## src/sv/sgnd_ram.sv

```systemverilog
`timescale 1ns / 1ps
module sgnd_ram #(
  parameter int unsigned WIDTH = 8,
  parameter int unsigned DEPTH = 16
) (
  input  logic                     clk,
  input  logic                     we,
  input  logic [$clog2(DEPTH)-1:0] waddr,
  input  logic [WIDTH-1:0]         wdata,
  input  logic [$clog2(DEPTH)-1:0] raddr,
  output logic [WIDTH-1:0]         rdata
);

  logic [WIDTH-1:0] mem [DEPTH];

  // one write port, one registered read port
  always_ff @(posedge clk) begin
    if (we) begin
      mem[waddr] <= wdata;
    end
    rdata <= mem[raddr];
  end

endmodule

```

## config.mk

```make
export PLATFORM = sky130hd
export DESIGN_NAME = sgnd_ram
export DESIGN_NICKNAME = d
export VERILOG_FILES = /design/src/sv/sgnd_ram.sv
export SDC_FILE = /design/constraint.sdc
export NUM_CORES = 1
export LEC_CHECK = 0
export BUFFER_PORTS_ARGS = -buffer_cell sky130_fd_sc_hd__buf_2
export CAP_MARGIN = 20
export CORE_MARGIN = 2
export CORE_UTILIZATION = 65
export CTS_CLUSTER_SIZE = 28
export DETAILED_ROUTE_END_ITERATION = 7
export HOLD_SLACK_MARGIN = 0.12
export PLACE_DENSITY = 0.91
export SKIP_LAST_GASP = 1
export SYNTH_ARGS = -nofsm -noshare
export SYNTH_HDL_FRONTEND = slang
export SYNTH_SLANG_ARGS = --single-unit
```

## constraint.sdc

```tcl
create_clock -name clk -period 2.6 [get_ports clk]
set_input_delay 0.26 -clock clk [delete_from_list [all_inputs] [get_ports clk]]
set_output_delay 0.26 -clock clk [all_outputs]
set_load 0.01 [all_outputs]
```

# Word-level counts from Yosys, hierarchy flattened
# Memory sizes are Yosys's and may differ from the RTL's. A register that Yosys moved wholly into a read port is not among the register bits.
# Index checks and enable logic that the tools add are counted.
dict set report classes {
  n_mux 2
}
# operator n
set op_table {}
lappend op_table {{$mux W1} 2}
dict set report word_totals {
  reg_bits 0
  ramBits 128
  input_bits 18
  out_inout_bits 8
  wordCells 3
  memories 1
}
# name depth word_bits rd rd_clocked_by_memory_dff wr line_no
set mem_list {}
lappend mem_list {mem 16 8 1 1 1 14} ;# logic [WIDTH-1:0] mem [DEPTH];

# Longest topological paths before layout
dict set report depth {
  word_depth 2
  depth_mapped 5
  ltp_nobuf 3
}

# Worst setup path after synthesis
# OpenSTA, ideal clock, no wires.
dict set report synth_path {
  path_type {input -> register}
  from {in waddr[2]}
  to {mem mem[0][0], enable pin}
  setup_ns 0.383
  arrival_time_ns 1.370
  t_required_ns 2.217
  slack_ns 0.847
  path_stages 2
  path_buffers 0
  path_cell_list {or3b_2 > nor3_1}
}
# element line_no
set synth_rtl {}
lappend synth_rtl {{start: declaration} 8} ;# input logic [$clog2(DEPTH)-1:0] waddr,
lappend synth_rtl {{end: declaration} 14}
# Straight into the memory's write port.

==> impl_metrics.yaml <==
layout:
  nNetsFinal: 302
  area_growth_pct: 18.69
  drive_above_1_share: 0.3098
  n_antenna_cell: 0
sta:
  rsz0062_at_grt: "no"
  worstMarginPinSlew_ps: 820.0
  min_period_ps: 1414
  relSlewSlack: 0.4522
  fin_crit_sh: 0.5438
  fmax_mhz: 707.2
  finClkSkew_ps: 6.664
  whs_ps: 129.3
  setup-violations-final: 0
  slew_violations: 0
  finalSetupTns_ps: 0
  finalHoldViolCount: 0
synth:
  synth_seq_cells: 136
  yosys_warnings: 0
  synth_edf_count: 128
  synthCells: 229
  synth_fp_nets: 247
  yosys.area.top_type: "edfxtp_1"
  syn_avg_cell_area_um2: 22.48
  synth_area_leaders: "edfxtp_1 75%, mux4_2 7.9%, mux4_1 7.1%"
  synthArstFlopShare: 0
  ys.flop_type: "edfxtp_1"
  yosysSeqAreaShare: 0.7778
  netlist-cell-type-count: 19
  synth.cell_area_mm2: 0.005147
  synth_top_area_share: 0.7467
setup_path:
  slowest_delay_ps: 550
  worstPathRequired_ps: 3010
  crit_arrival_ps: 1830
  criticalPathCategory: "flip-flop to flip-flop"
  slowest_stage: "mux4_1"
  worstPathMaxFanout: 1
  crit_chain: "mux4_1 > a22oi_1 > nand2_1"
  end_kind: "flip-flop"
  startpoint_type: "flip-flop"
route:
  firstDrtPassIters: 5
  dr.first_iter.drc_count: 390
  ant_nets: 0
  vias: 2655
  avgRoutedWirePerCell_um: 27.20
  drc_errors: 0
  wirelength_um: 10850
  viasPerCell: 6.654
floorplanning:
  dieHeight_um: 92.99
  die_area_mm2: 0.008647
  num_rows: 32
  initial_core_util: 0.6696
  num_io_pins: 26
  core_area_mm2: 0.007687
  chipWidth_um: 92.99
status:
  status: "finished, final reports clean"
global_routing:
  grt_pass1_vias: 2694
  antenna_found_initial: 0
  globalRouteOverflowTotal: 0
  track_usage: 0.2868
  grt_pass1_wl_um: 16670
  grt_max_degree: 23
clock_tree:
  cts-resized-gates: 0
  cts_buffers: 17
  cts_buffer_depth: 2
  holdBufCountCts: 4
  cts_tree: "yes"
  path_clk_slew_ps: 60
  clock_sinks: 136
  ctsHtreeMaxLevel: 4
  cts_setup_buffers: 0
  clk_latency_ps: 530
  cts_root_buffer: "clkbuf_8"
pwr:
  ir_drop_mv: 0.7489
  p_per_area_mw_per_mm2: 843.8
  p_leak_nw: 2.100
min_path:
  hold_class: "input pin to flip-flop"
job:
  drv_cap: 0
placement:
  gp_congestion: 0.7751
  hpwl_um: 6363
  port_buffers: 25
==> placed cells by master, fill, tap and decap left out <==
cell,instances
a22oi_1,16
and2_1,1
and2b_1,1
buf_12,1
buf_2,25
buf_4,16
bufinv_16,4
clkbuf_16,16
clkbuf_8,1
clkinv_1,1
clkinv_2,2
clkinv_4,5
clkinvlp_4,2
dfxtp_1,8
dlygate4sd3_1,4
edfxtp_1,128
inv_6,1
mux4_1,14
mux4_2,18
nand2_1,9
nand2b_1,2
nand3_1,1
nand3b_1,2
nor2_1,13
nor2b_1,1
nor3_1,4
or3b_2,1
==> cells in the mapped netlist (2+ instances only) <==
| library cell | count |
|---|---|
| mux4_1 | 14 |
| buf_6 | 3 |
| nand2b_1 | 2 |
| nand2_1 | 9 |
| mux4_2 | 18 |
| edfxtp_1 | 128 |
| clkdlybuf4s25_2 | 3 |
| a22oi_1 | 16 |
| nand3b_1 | 2 |
| dfxtp_1 | 8 |
| nor3_1 | 4 |
| buf_2 | 3 |
| nor2_1 | 13 |
==> power by group <==
part | switching [W] | total (W) | internal, W | leakage (nW)
logic | 0.000137 | 0.000238 | 0.000101 | 0.581
clock network | 0.000891 | 0.00245 | 0.00156 | 0.296
registers | 0.0000164 | 0.00247 | 0.00245 | 1.22
==> sequential cells by signal, indices dropped and copies added (netlist names) <==
name   cells
rdata      8
mem      128
==> area by class of cell <==
cell class	instances	area (µm²)
sequential	136	4004
clock buffer	17	414.1
fill	394	1578
multi-input combinational	83	1057
tap	102	127.6
clock inverter	15	201.4
timing repair buffer	46	305.3
==> per-layer routing <==
layer	part of all wire	routed length (µm)	GRT usage
met5	0	0	0
met4	0.024	257	0.1152
met3	0.10	1107	0.07736
met2	0.51	5485	0.4414
met1	0.37	4003	0.4032
==> through the flow <==
step / worst slack [ps] / std cells / utilization / area [µm²] / power, W
after floorplan: 847.1 / 229 / - / 5147 / 0.002638
after global placement: 685.2 / 363 / 0.7095 / 5454 / 0.002726
after detailed placement: 630.9 / 363 / 0.7095 / 5454 / 0.002742
after CTS: 1185 / 399 / 0.7948 / 6110 / 0.005183
after global routing: 1109 / 399 / 0.7948 / 6110 / 0.005304
final: 1186 / 399 / 0.7948 / 6110 / 0.005156
==> worst paths after layout <==
check | start | endpoint | slack (ps) | cells past startpoint
max | mem[9][5]$_DFFE_PP_ | rdata[5]$_DFF_P_ | 1190 | 3
min | wdata[1] | mem[8][1]$_DFFE_PP_ | 130 | 1
max reg2reg | mem[9][5]$_DFFE_PP_ | rdata[5]$_DFF_P_ | 1190 | 3
min reg2reg | mem[12][1]$_DFFE_PP_ | rdata[1]$_DFF_P_ | 680 | 3
==> critical path: cells and delay by family, from the launching register on <==
kind	cells	cell delay, ps
compound gates	1	270
flops	1	390
mux	1	550
simple gates	1	90
==> kinds of logic (layout without fill, tap and decap cells) <==
| logic type | after synthesis | in the layout | share of synthesized area |
|---|---|---|---|
| DFF | 136 | 136 | 0.7778 |
| and+or+nand+nor | 35 | 35 | 0.03184 |
| muxes | 32 | 32 | 0.1502 |
| AOI/OAI and AO/OA | 16 | 16 | 0.02334 |
| buffers and inverters | 10 | 78 | 0.01677 |
(Power assumes the default switching activity.)
