$ cat src/sv/sgnd_pkg.sv
`timescale 1ns / 1ps
package sgnd_pkg;

  // Defaults for the top-level parameters
  localparam int unsigned DefMaxChunks = 1024;
  localparam int unsigned DefCoordBits = 16;

  // Input field widths
  localparam int unsigned InCoordW = 16;
  localparam int unsigned IdxW     = 10;

  // Item kinds
  typedef enum logic [1:0] {
    K_LOAD  = 2'd0,
    K_MARK  = 2'd1,
    K_READ  = 2'd2,
    K_CLEAR = 2'd3
  } kind_t;

  // Compare flags between a stored coordinate and the reference one
  typedef struct packed {
    logic eq;
    logic nbr;
  } cmp_t;

endpackage

$ cat src/sv/sgnd_cmp.sv
`timescale 1ns / 1ps
module sgnd_cmp #(
  parameter int unsigned CB = 16
) (
  input  logic signed [CB-1:0] ax,
  input  logic signed [CB-1:0] ay,
  input  logic signed [CB-1:0] az,
  input  logic signed [CB-1:0] bx,
  input  logic signed [CB-1:0] by,
  input  logic signed [CB-1:0] bz,
  output sgnd_pkg::cmp_t       res
);
  import sgnd_pkg::*;

  logic signed [CB:0] dx, dy, dz;
  logic nx, ny, nz, ex, ey, ez;

  // differences one bit wider so they never wrap
  always_comb begin
    dx = {ax[CB-1], ax} - {bx[CB-1], bx};
    dy = {ay[CB-1], ay} - {by[CB-1], by};
    dz = {az[CB-1], az} - {bz[CB-1], bz};
    nx = (dx >= -2'sd1) && (dx <= 2'sd1);
    ny = (dy >= -2'sd1) && (dy <= 2'sd1);
    nz = (dz >= -2'sd1) && (dz <= 2'sd1);
    ex = (ax == bx);
    ey = (ay == by);
    ez = (az == bz);
    res.eq  = ex && ey && ez;
    res.nbr = nx && ny && nz && !(ex && ey && ez);
  end

endmodule

$ cat config.mk
export PLATFORM = sky130hd
export DESIGN_NAME = sgnd_cmp
export DESIGN_NICKNAME = d
export VERILOG_FILES = /design/src/sv/sgnd_pkg.sv /design/src/sv/sgnd_cmp.sv
export SDC_FILE = /design/constraint.sdc
export NUM_CORES = 1
export LEC_CHECK = 0
export BUFFER_PORTS_ARGS = -buffer_cell sky130_fd_sc_hd__buf_2
export CORE_ASPECT_RATIO = 1.5
export CORE_UTILIZATION = 50
export DETAILED_ROUTE_END_ITERATION = 10
export PLACE_DENSITY = 0.82
export SLEW_MARGIN = 15
export SYNTH_ARGS = -nofsm -noshare
export SYNTH_HDL_FRONTEND = slang
export SYNTH_SLANG_ARGS = --single-unit
$ cat constraint.sdc
create_clock -name vclk -period 9.5
set_input_delay 0.95 -clock vclk [all_inputs]
set_output_delay 0.95 -clock vclk [all_outputs]
set_load 0.1 [all_outputs]
== Word level (Yosys, flattened, before mapping) ==
Cells that the tools add are included.
Storage, ports and cells
  bits in registers: 0
  latch bits: 0
  RAM bits: 0
  bits in read-only memories: 0
  output and inout bits: 2
  memories kept: 0
Operators by class
  $add $sub $neg: 3
  multiply operators: 0
  div/mod/pow operators: 0
  magnitude comparators: 6
  equal/unequal tests: 3
  shift operators: 0
  mux-type cells: 0
  bitwise gates (word level): 0
  reductions and logical operators: 9
Operator list (number)
  $ge 17x1->1 const B: 3
  $le 17x2->1 const B: 3
  $sub 16x16->17: 3
  $eq 16x16->1: 3
  $logic_and 1x1->1: 8
  $logic_not 1->1: 1

== Logic depth before layout (Yosys ltp) ==
  depth in word-level cells: 6
  depth in mapped cells: 17

== Worst setup path after synthesis ==
Ideal clock, no wire load.
  kind: input port to output port
  start: input ax[0]
  end: output res[0] in the netlist's numbering
  arrival: 4766 ps
  setup slack: 3784 ps
  stages on the path: 17
  buffers on the path: 0
  cell sequence: inv_1 ha_1 fa_1 nand2b_1 a21oi_1 a31oi_1 a21bo_2 a21oi_1 a21o_1 a21oi_1 xor2_1 nor4_1 ha_1 nor2b_1 a2111o_1 a21oi_1 and4_1
RTL lines
  start, declared: line sgnd_cmp.sv:5  | input logic signed [CB-1:0] ax,
  end, declared: line sgnd_cmp.sv:11  | output sgnd_pkg::cmp_t res

==> summary.md <==
| Metric | Value |
|---|---|
| Status | completed |
| CP Cell Sequence | buf_2 > inv_1 > ha_1 > fa_1 > nand2b_1 > a21oi_1 > a31oi_1 > a21bo_2 > a21oi_1 > a21o_1 > a21oi_1 > xor2_1 > nor4_1 > ha_1 > nor2b_1 > a2111o_1 > a21oi_1 > and4_1 > buf_2 |
| Crit path capture type | output port |
| Switching Fraction | 56.94% |
| DP HPWL | 7418 µm |
| Final period util | 62.45% |
| Seq cells | 0 |
| Final setup fails | 0 |
| Reg area | 0 µm² |
| Synth top cells by count | inv_1 (68), ha_1 (51), a21oi_1 (37) |
| Hold Path Class | input pin to output port |
| Pwr Total | 0.0002427 W |
| Die area | 6768 µm² |
| Fmax | 168.5 MHz |
| Setup WS post-layout | 3.567 ns |
| Placed Instances | 629 |
| Rel. slew slack | 59.98% |
| CP Class | input pin to output port |
| DIE HEIGHT | 100.3 µm |
| Drt via density | 5.901 |
| I/O Buffers | 98 |
| P per Cell Area | 64.65 nW/µm² |
| Leakage | 1.926 nW |
| Syn_area_per_cell | 6.921 µm² |
| Int Pwr | 0.0001045 W |
| ANT cells | 0 |
| Multiplexer area fraction after synthesis | 1.283% |
| Die width | 67.51 µm |
| Initial antenna violation count | 0 |
| Post-route setup TNS | 0 ns |
| Area contributors post-synth | ha_1 (20%), inv_1 (7.9%), a21oi_1 (5.8%), xor2_1 (4.9%), xnor2_1 (4.1%) |
| Ports | 98 |
| Starting Density | 52.12% |
| Design Area, Final | 3754 µm² |
| Critical Path RT | 8.55 ns |
| Vias in the first global route | 3434 |
| Combinational group share of total power | 100.0% |
| TritonRoute pass-1 iters | 4 |
| Netlist cell types | 66 |
| Switch Pwr | 0.0001382 W |
| First-pass GRT wire length | 13960 µm |
| Number of max-cap violations | 0 |
| Top-count cell post-synth | inv_1 |
| Drt total wl | 8459 µm |
| Syn Nets | 615 |
| Hold Crit Depth | 6 |
| Period minus WS final | 5.933 ns |
| Hold Fails Final Rpt | 0 |
| Area delta synth->final | 16.64% |
| Slowest CP cell | buf_2 |
| Hold path start | az[1] |
| Largest area contributor in the netlist | ha_1 |
| Fin cells | 629 |
| Largest net degree at the start of global routing | 11 |
| Synth Cell Area | 3218 µm² |
| RSZ-0062 raised after global routing | false |
| Worst Max-Slew Pin Slew | 0.5940 ns |
| # clk buffers | 0 |
| Worst Path Arrival | 4.98 ns |
| CP Max Fanout | 3 |
| XOR/XNOR Fraction of Synth Area | 8.981% |
| Hold EP | res[1] |
| Clock power frac | 0% |
| Post-synthesis sequential area ratio | 0% |
| Post-Place Worst Slack | 3.613 ns |
| DRC | 0 |
| Routability cong. | 0.8883 |
| Critical Path Max Stage Delay | 0.43 ns |
| Nets | 707 |
| Fill cells | 591 |
| Via count | 3712 |
| Layout cell share with drive strength beyond 1 | 21.44% |
| CTS Hold Buffers Added | 0 |
| Total Routing Usage GR | 24.86% |
| CP Launch Type | input pin |
| Cells after synthesis | 465 |
| Area fraction in compound gates after synthesis | 30.64% |
| Wire per inst | 13.45 µm |
| Core area | 6175 µm² |
| Adder-cell area share of the yosys netlist | 21.70% |
| PostCTS Resize Cnt | 0 |
| YS warnings | 0 |
| Overflow after GRT | 0 |
| Cell row count | 35 |
| Share of the synthesized area in the top cell type | 19.83% |
| Sequential Power Share | 0% |
| Postcts setup bufs | 0 |
| Simple-gate share of the synthesized area | 27.99% |
| Main combinational cell family by area after synthesis | compound AO/OA/AOI/OAI gates |
| VDD IR max | 0.03590 mV |
| Antenna Nets Post-Route | 0 |
| Crit-path most repeated cell | a21oi_1 |
| DP Area | 3754 µm² |
| Pins over their slew limit | 0 |
| DRT iter0 DRCs | 115 |
==> worst max-delay path: cells and delay by family <==
family	cells	cell delay, ns
adders and majority gates	3	0.89
AOI/OAI and AO/OA	8	1.59
and+or+nand+nor	4	0.81
buffers and inverters	3	0.56
xor gates and xnor gates	1	0.17
==> kinds of logic (layout without fill, tap and decap cells) <==
kind of cell | count (synthesis) | after routing
simple gates | 158 | 158
mux | 4 | 4
fa+ha+maj | 54 | 54
buf+inv | 76 | 166
compound gates | 140 | 140
xor+xnor | 33 | 33
==> cell type report <==
cell class,instances,area (µm²),area share (%)
inverter,68,255.2,6.800
multi-input combinational,389,2915,77.67
tap,74,92.59,2.467
timing repair buffer,98,490.5,13.07
==> placed cells by master, fill, tap and decap left out, types with 6 or more instances in the layout <==
cell type	count
buf_2	98
inv_1	68
ha_1	51
a21oi_1	37
nor2_1	25
o21ai_0	22
nand2_1	22
xor2_1	18
xnor2_1	15
nor4_1	14
a21o_1	14
nand3_1	13
nor3_1	13
nand4_1	12
nor2b_1	9
nand2b_1	8
a211oi_1	8
a31oi_1	8
and4_1	7
and2_1	6
==> routing by layer <==
| layer | up-vias | global-route usage, % | wire length, µm |
|---|---|---|---|
| met2 | 95 | 49.89 | 4770 |
| met4 | 0 | 6.710 | 147 |
| met1 | 1699 | 26.36 | 3279 |
| met5 | - | 0 | 0 |
| li1 | 1902 | - | - |
| met3 | 16 | 1.023 | 262 |
==> through the flow <==
| stage | util [%] | hold slack, ns |
|---|---|---|
| 2_1_floorplan | - | 2.701 |
| 3_3_place_gp | 60.79 | 2.818 |
| 3_5_place_dp | 60.79 | 2.820 |
| 4_1_cts | 60.79 | 2.828 |
| 5_1_grt | 60.79 | 2.891 |
| 6_report | 60.79 | 2.820 |
==> power by group through the flow <==
stage               clock (W)  sequential (W)  combinational [W]
floorplan                   0               0           0.000180
global placement            0               0           0.000232
detailed placement          0               0           0.000239
CTS                         0               0           0.000240
global route                0               0           0.000270
finish                      0               0           0.000243
==> worst max-delay path by stage <==
stage | start | to | slack, ns | depth (start not counted)
finish | ax[0] | res[0] | 3.57 | 19
global placement | ax[0] | res[0] | 3.78 | 19
floorplan | ax[0] | res[0] | 3.78 | 17
detailed placement | ax[0] | res[0] | 3.61 | 19
global route | ax[0] | res[0] | 3.37 | 19
CTS | ax[0] | res[0] | 3.60 | 19
Note: power is estimated with default switching activity, not from simulation.
